## config.mk

```make
export PLATFORM = sky130hd
export DESIGN_NAME = ramt_ctrl
export DESIGN_NICKNAME = d
export VERILOG_FILES = /design/src/design/range_add_range_max_tree_top_defines.svh /design/src/design/ramt_pkg.sv /design/src/design/ramt_ctrl.sv
export SDC_FILE = /design/constraint.sdc
export NUM_CORES = 1
export LEC_CHECK = 0
export BUFFER_PORTS_ARGS = -buffer_cell sky130_fd_sc_hd__buf_4
export CAP_MARGIN = 40
export CORE_AREA = 8 8 45 47
export CTS_CLUSTER_DIAMETER = 80
export DETAILED_ROUTE_END_ITERATION = 6
export DIE_AREA = 0 0 53 55
export PLACE_DENSITY = 0.73
export SYNTH_ARGS = -nofsm -noshare
export SYNTH_HDL_FRONTEND = slang
export SYNTH_SLANG_ARGS = --single-unit
```

## constraint.sdc

```tcl
create_clock -name clock -period 4 [get_ports clock]
set_clock_uncertainty 0.15 [all_clocks]
set_input_delay 0.6 -clock clock [delete_from_list [all_inputs] [get_ports clock]]
set_output_delay 0.6 -clock clock [all_outputs]
set_load 0.1 [all_outputs]
```

## src/design/range_add_range_max_tree_top_defines.svh

```systemverilog
// ----------------------------------------------------------------------------
// Assertion macros for the range-add / range-max tree
// Shared property templates, clocked on clock and disabled in reset.
// ----------------------------------------------------------------------------
`ifndef RANGE_ADD_RANGE_MAX_TREE_TOP_DEFINES_SVH
`define RANGE_ADD_RANGE_MAX_TREE_TOP_DEFINES_SVH

// antecedent in this cycle implies consequent in the next one
`define RAMT_ASSERT_NEXT(lbl, ante, cons, msg) \
   lbl: assert property (@(posedge clock) disable iff (reset) (ante) |=> (cons)) \
      else $error(msg);

// antecedent implies consequent in the same cycle
`define RAMT_ASSERT_NOW(lbl, ante, cons, msg) \
   lbl: assert property (@(posedge clock) disable iff (reset) (ante) |-> (cons)) \
      else $error(msg);

`endif

```

## src/design/ramt_pkg.sv

```systemverilog
// ----------------------------------------------------------------------------
// ramt_pkg
// Types and constants shared by the range-add / range-max tree modules.
// ----------------------------------------------------------------------------
package ramt_pkg;

   localparam int IN_POS_W = 11;
   localparam int OUT_W    = 32;
   localparam int IN_VAL_W = 32;

   localparam logic               OP_ADD   = 1'b0;
   localparam logic               OP_QUERY = 1'b1;
   localparam logic [IN_POS_W-1:0] POS_RESET = 11'd1024;
   localparam logic [OUT_W-1:0]    EMPTY_MARK = -32'sd99999999;

   typedef enum logic [3:0] {
      ST_CLEAR,
      ST_IDLE,
      ST_VISIT_RD,
      ST_VISIT_PD,
      ST_PUSH_RD,
      ST_PUSH_WR,
      ST_DECIDE,
      ST_RETURN,
      ST_COMB_RD,
      ST_COMB_MAX,
      ST_COMB_WR,
      ST_RESULT
   } ctrl_state_type;

   typedef enum logic [3:0] {
      DP_NOP,
      DP_CLR,
      DP_LOAD,
      DP_VISIT_RD,
      DP_VISIT_PD,
      DP_CH_RD,
      DP_CH_WR,
      DP_COVER,
      DP_DOWN,
      DP_SIB,
      DP_UP,
      DP_COMB_RD,
      DP_COMB_MAX,
      DP_COMB_WR,
      DP_RESULT
   } dp_op_type;

   typedef struct packed {
      logic pend_nz;
      logic leaf;
      logic no_ovl;
      logic covered;
      logic at_root;
      logic is_left;
      logic is_query;
      logic empty;
      logic clr_last;
      logic rsp_busy;
   } dp_stat_type;

endpackage

```

## src/design/ramt_ctrl.sv

```systemverilog
// ----------------------------------------------------------------------------
// ramt_ctrl
// Sequencer for the tree walk: clearing pass, node visits, pending-add
// push, descent and return, parent max rebuild and result hand-off.
// ----------------------------------------------------------------------------
module ramt_ctrl import ramt_pkg::*; (
   input  logic        clock,
   input  logic        reset,
   input  logic        req_tvalid,
   output logic        req_tready,
   input  logic        csr_wen,
   input  dp_stat_type stat,
   output dp_op_type   op
);

   ctrl_state_type state_ff, state_in;
   logic after_cover_ff, after_cover_in;

   always_ff @(posedge clock) begin
      if (reset) begin
         state_ff <= ST_CLEAR;
         after_cover_ff <= 1'b0;
      end else begin
         state_ff <= state_in;
         after_cover_ff <= after_cover_in;
      end
   end

   always_comb begin
      state_in = state_ff;
      after_cover_in = after_cover_ff;
      op = DP_NOP;
      req_tready = 1'b0;
      case (state_ff)
         ST_CLEAR: begin
            op = DP_CLR;
            if (stat.clr_last) begin
               state_in = ST_IDLE;
            end
         end
         ST_IDLE: begin
            req_tready = !csr_wen;
            if (req_tvalid && !csr_wen) begin
               op = DP_LOAD;
               state_in = stat.empty ? ST_RESULT : ST_VISIT_RD;
            end
         end
         ST_VISIT_RD: begin
            op = DP_VISIT_RD;
            state_in = ST_VISIT_PD;
         end
         ST_VISIT_PD: begin
            op = DP_VISIT_PD;
            after_cover_in = 1'b0;
            state_in = (stat.pend_nz && !stat.leaf) ? ST_PUSH_RD : ST_DECIDE;
         end
         ST_PUSH_RD: begin
            op = DP_CH_RD;
            state_in = ST_PUSH_WR;
         end
         ST_PUSH_WR: begin
            op = DP_CH_WR;
            state_in = after_cover_ff ? ST_RETURN : ST_DECIDE;
         end
         ST_DECIDE: begin
            if (stat.no_ovl) begin
               state_in = ST_RETURN;
            end else if (stat.covered) begin
               op = DP_COVER;
               if (stat.is_query || stat.leaf) begin
                  state_in = ST_RETURN;
               end else begin
                  after_cover_in = 1'b1;
                  state_in = ST_PUSH_RD;
               end
            end else begin
               op = DP_DOWN;
               state_in = ST_VISIT_RD;
            end
         end
         ST_RETURN: begin
            if (stat.at_root) begin
               state_in = ST_RESULT;
            end else if (stat.is_left) begin
               op = DP_SIB;
               state_in = ST_VISIT_RD;
            end else begin
               op = DP_UP;
               state_in = stat.is_query ? ST_RETURN : ST_COMB_RD;
            end
         end
         ST_COMB_RD: begin
            op = DP_COMB_RD;
            state_in = ST_COMB_MAX;
         end
         ST_COMB_MAX: begin
            op = DP_COMB_MAX;
            state_in = ST_COMB_WR;
         end
         ST_COMB_WR: begin
            op = DP_COMB_WR;
            state_in = ST_RETURN;
         end
         ST_RESULT: begin
            if (!stat.is_query) begin
               state_in = ST_IDLE;
            end else if (!stat.rsp_busy) begin
               op = DP_RESULT;
               state_in = ST_IDLE;
            end
         end
         default: state_in = ST_CLEAR;
      endcase
      if (csr_wen) begin
         state_in = ST_CLEAR;
      end
   end

endmodule

```

=== After elaboration in Yosys (flattened, before gate mapping) ===
Index checks and enable logic that the tools add are counted.

* Register bits after elaboration: 5
* Output and inout bits: 5
* Logic and storage cells: 56

* Eq/ne operators: 17
* Multiplexer cells: 27
* Reduce and logical (&&, ||, !) cells: 10

{| class="wikitable"
|+ Operators with widths
! cell !! count
|-
| case mux 4 bit (12 select lines) || 2
|-
| two-way mux 4 bit || 15
|-
| equality test 4 x 3 -> 1 bit, second input constant || 4
|-
| equality test 4 bit, second input constant || 4
|-
| != test 2 bit, second input constant || 5
|-
| equality test 4 x 2 -> 1 bit, second input constant || 2
|-
| two-way mux 2 bit || 4
|-
| two-way mux 1 bit || 5
|-
| equality test 4 x 1 -> 1 bit, second input constant || 1
|-
| logical NOT 4 bit || 1
|-
| AND reduction 4 bit || 1
|-
| != test 3 bit, second input constant || 1
|-
| AND reduction 3 bit || 1
|-
| logical AND 1 bit || 2
|-
| logical NOT 1 bit || 2
|-
| case mux 1 bit (2 select lines) || 1
|-
| nonzero test 2 bit || 1
|-
| OR reduction 2 bit || 1
|-
| logical OR 1 bit || 1
|}

=== Logic depth before layout (Yosys ltp) ===
* Depth after elaboration: 5
* Mapped depth: 5
* Depth with buffers taken out: 4

=== Worst setup path before layout ===
No wires, ideal clock.

* Path type: input to output
* Start point: input port stat[7] in the netlist's numbering
* End point: output port op[3]
* Data arrival time: 3.098 ns
* Required time: 3.250 ns
* Setup slack: 0.152 ns
* Cell stages on the path: 3
* Buffers on the path: 0
* Path through: nor3_1 a21oi_1 o32ai_1

* Longest elaborated chain between the ends: 2

{| class="wikitable"
|+ Ends and longest elaborated chain
! element !! line !! source
|-
| start, declared || ramt_ctrl.sv:12 || <nowiki>input dp_stat_type stat,</nowiki>
|-
| two-way mux 4 bit || ramt_ctrl.sv:66 || <nowiki>if (stat.no_ovl) begin</nowiki>
|-
| case mux 4 bit (12 select lines) || ramt_ctrl.sv:34 || <nowiki>case (state_ff)</nowiki>
|-
| end, declared || ramt_ctrl.sv:13 || <nowiki>output dp_op_type op</nowiki>
|}

Every way passes these cells.

=== Worst setup path in the final report ===
* Start point: register state_ff[0]
* End point: output port op[0]

* Longest elaborated chain between the ends: 2
* Elaborated cells between the ends (all ways): 13

{| class="wikitable"
|+ Ends and longest elaborated chain
! element !! line !! source
|-
| start, declared || ramt_ctrl.sv:16 || <nowiki>ctrl_state_type state_ff, state_in;</nowiki>
|-
| start signal, assigned || ramt_ctrl.sv:24 || <nowiki>state_ff <= state_in;</nowiki>
|-
| equality test 4 bit (tied with other cells) || ramt_ctrl.sv:34 ||
|-
| case mux 4 bit (12 select lines) (*) || ramt_ctrl.sv:34 ||
|}

Mark *: on every way between the ends. The rest lies on a longest branch, timed or not.

==> impl_metrics.csv <==
group,metric,value,unit
flow_run,max-cap-violations,0,
floorplanning,ios,19,
sta,worstMarginPinSlew,0.715,ns
route,dr.pass1.iters,4,
sta,setup_viol,0,
synthesis,synthCells,93,
clock_tree,clkTransAtPathRegs,0.04,ns
worst_setup_path,timing.rr.end,"state_ff[1]$_SDFFE_PP0P_",
route,postRouteAntennaNets,0,
synthesis,ys_seq_elements,5,
clock_tree,clock-root-buffer,"clkbuf_4",
placement,place_congestion,0.903,
grt,grt_usage,0.128,
worst_setup_path,critPathKind,"flip-flop to primary output",
sta,post-route-period-util,0.672,
grt,grt_overflow,0,
sta,maxSlewViolCount,0,
placement,detailed_place_hpwl,1.35,mm
worst_hold_path,min_from,"after_cover_ff$_SDFFE_PP0P_",
layout,synthToLayoutAreaGrowth,24.4,%
worst_hold_path,hold_path_end,"after_cover_ff$_SDFFE_PP0P_",
worst_hold_path,worstHoldPathCells,2,
outcome,outcome,"completed",
synthesis,synth_warnings,0,
power_and_ir_drop,power_density,207,mW/mm²
clock_tree,htreeDepth,1,
sta,slew_headroom,0.523,
synthesis,yosysTopAreaCell,"dfxtp_1",
worst_setup_path,crit_path_max_incr_delay,0.74,ns
clock_tree,cts_setup_buffers,0,
power_and_ir_drop,p_leak,0.000269,µW
floorplanning,std_cell_rows,14,
synthesis,synth_cell_type_count,38,
route,drtIter0Drc,29,
synthesis,synth_top_area_frac,0.163,
grt,grt_max_degree,24,
route,num_vias,745,
sta,hold_viol_final,0,
power_and_ir_drop,ir_drop,0.000250,V
synthesis,synth_area_per_cell,6.61,µm²
layout,final_nets,124,
grt,grt_pass1_vias,700,
worst_setup_path,required,3.25,ns
clock_tree,clock-sinks,5,
floorplanning,initial_utilization,0.444,
floorplanning,die-width,53,µm
floorplanning,die_area,0.00292,mm²
worst_setup_path,worstRegToRegCells,4,
worst_setup_path,endpoint_kind,"primary output",
grt,antenna_found_initial,0,
floorplanning,coreArea,0.00138,mm²
worst_setup_path,crit_chain,"nand2_1, nor3_1, o21ai_0, o21ai_0, buf_4",
route,wl,1.79,mm
synthesis,synth-seq-area-share,0.163,
layout,antennaDiodeCount,0,
clock_tree,post_cts_resized,0,
sta,setup_tns,0,ns
clock_tree,clock_latency,0.24,ns
route,drc,0,
power_and_ir_drop,total_power,158,µW
worst_setup_path,r2r_start,"state_ff[2]$_SDFFE_PP0P_",
clock_tree,cts_tree,"yes",
floorplanning,die_y,55,µm
worst_setup_path,cp.arrival,1.94,ns
clock_tree,clk_path_buf_depth,2,
synthesis,syn_area,614,µm²
worst_setup_path,critPathMaxFanout,22,
worst_hold_path,min_path_type,"flip-flop to flip-flop",
grt,grt_pass1_wl,2.96,mm
route,vias_per_cell,5.96,
clock_tree,cts_made_buffers,3,
worst_setup_path,rrSetupSlack,2.03,ns
clock_tree,hold_buffers,0,
sta,rsz0062_at_grt,"false",
sta,fin_crit,2.69,ns
worst_setup_path,setup.worst_path.start_class,"flip-flop",
synthesis,synth_area_leaders,"dfxtp_1 16%, o21ai_0 7.3%, nand2_1 6.7%",
synthesis,synth_nets,107,
route,routedWlPerCell,14.3,µm
layout,drive_gt1_frac,0.202,
placement,io_buffers,18,
worst_setup_path,slowest_stage,"dfxtp_1",
sta,timing.fmax,372,MHz
worst_setup_path,critPathMostFrequentCell,"o21ai_0",
[cell families (layout without fill, tap and decap cells)]
logic type,after synthesis,in the layout,share of synthesized area
flops,5,5,0.163
compound gates,38,38,0.395
mux,1,1,0.0163
buf+inv,9,25,0.0692
simple gates,40,40,0.356
[where the power goes]
group / internal (µW) / leakage [µW] / switching, µW / total, µW
logic: 19.7 / 0.000213 / 26.2 / 45.9
registers: 51.1 / 0.0000405 / 4.99 / 56.1
clock network: 37.6 / 0.0000150 / 18.4 / 56.0
total: 108 / 0.000269 / 49.6 / 158
[worst max-delay path by stage]
stage,end,slack [ns],start
detailed placement,op[2],1.53,stat[3]
global placement,op[2],1.52,stat[3]
global route,op[0],1.13,state_ff[0]$_SDFFE_PP0P_
finish,op[0],1.31,state_ff[0]$_SDFFE_PP0P_
CTS,op[0],1.33,state_ff[0]$_SDFFE_PP0P_
floorplan,op[3],0.15,stat[7]
[worst max-delay path, delay by kind of cell, from the launching register on]
| kind | cells | cell delay [ns] |
|---|---|---|
| DFF | 1 | 0.74 |
| and+or+nand+nor | 2 | 0.47 |
| buffers and inverters | 1 | 0.32 |
| AOI/OAI and AO/OA | 2 | 0.17 |
[state kept, by name, summed over array words and instances, names as in the netlist]
signal	count
after_cover_ff	1
state_ff	4
[through the flow]
stage               cells  hold WS [ns]  worst slack (ns)  utilization  cell area, µm²
floorplan              93         0.310             0.152            -             614
global placement      121         0.343              1.52        0.533             738
detailed placement    121         0.360              1.53        0.533             738
CTS                   125         0.368              1.33        0.552             764
global route          125         0.377              1.13        0.552             764
finish                125         0.358              1.31        0.552             764
[area by class of cell]
cell class / count / area [µm²]
well taps: 16 / 20.0
fillers: 169 / 619
clock buffers: 4 / 26.3
inverters: 3 / 11.3
repair buffers: 18 / 135
flip-flops and latches: 5 / 100
multi-input cells: 79 / 472
[Yosys cell counts]
cell and n:
a21oi_1 6, dfxtp_1 5, o21ba_2 1, o211ai_1 1, inv_1 3, a31o_1 2, nor2b_1 4, and2_1 2
a21boi_1 1, clkbuf_1 1, a211oi_1 1, o221ai_1 1, nor2_1 6, a32oi_1 1, or3b_1 1, and4b_1 1
nor3b_1 1, nand3_1 1, nand2b_1 4, a22oi_1 1, nand2_1 11, o22ai_1 2, o21ai_0 9, or2_1 1
o21bai_1 1, o2111ai_1 2, a31oi_1 3, or4_1 1, nor4_1 1, mux2i_1 1, o21ai_1 4, nor3_1 3
o32ai_1 1, buf_2 4, nand4b_1 1, o21a_1 1, buf_4 1, nor4b_1 2
[layout by cell type, fill, tap and decap left out, types with 2 or more instances in the layout]
master,count
nand2b_1,4
and2_1,2
nand2_1,11
a31o_1,2
nor2b_1,4
o22ai_1,2
nor2_1,6
buf_4,18
a31oi_1,3
a21oi_1,6
nor3_1,3
inv_1,3
nor4b_1,2
o21ai_1,4
o2111ai_1,2
dfxtp_1,5
clkbuf_4,3
o21ai_0,9
[routing by layer]
layer / global-route usage / share of wire / up-vias
met5: 0 / 0 / -
met3: 0.0374 / 0.071 / 2
met4: 0.0259 / 0.011 / 0
met2: 0.205 / 0.46 / 28
met1: 0.166 / 0.46 / 331
li1: - / - / 384
Note: power is estimated with default switching activity, not from simulation.
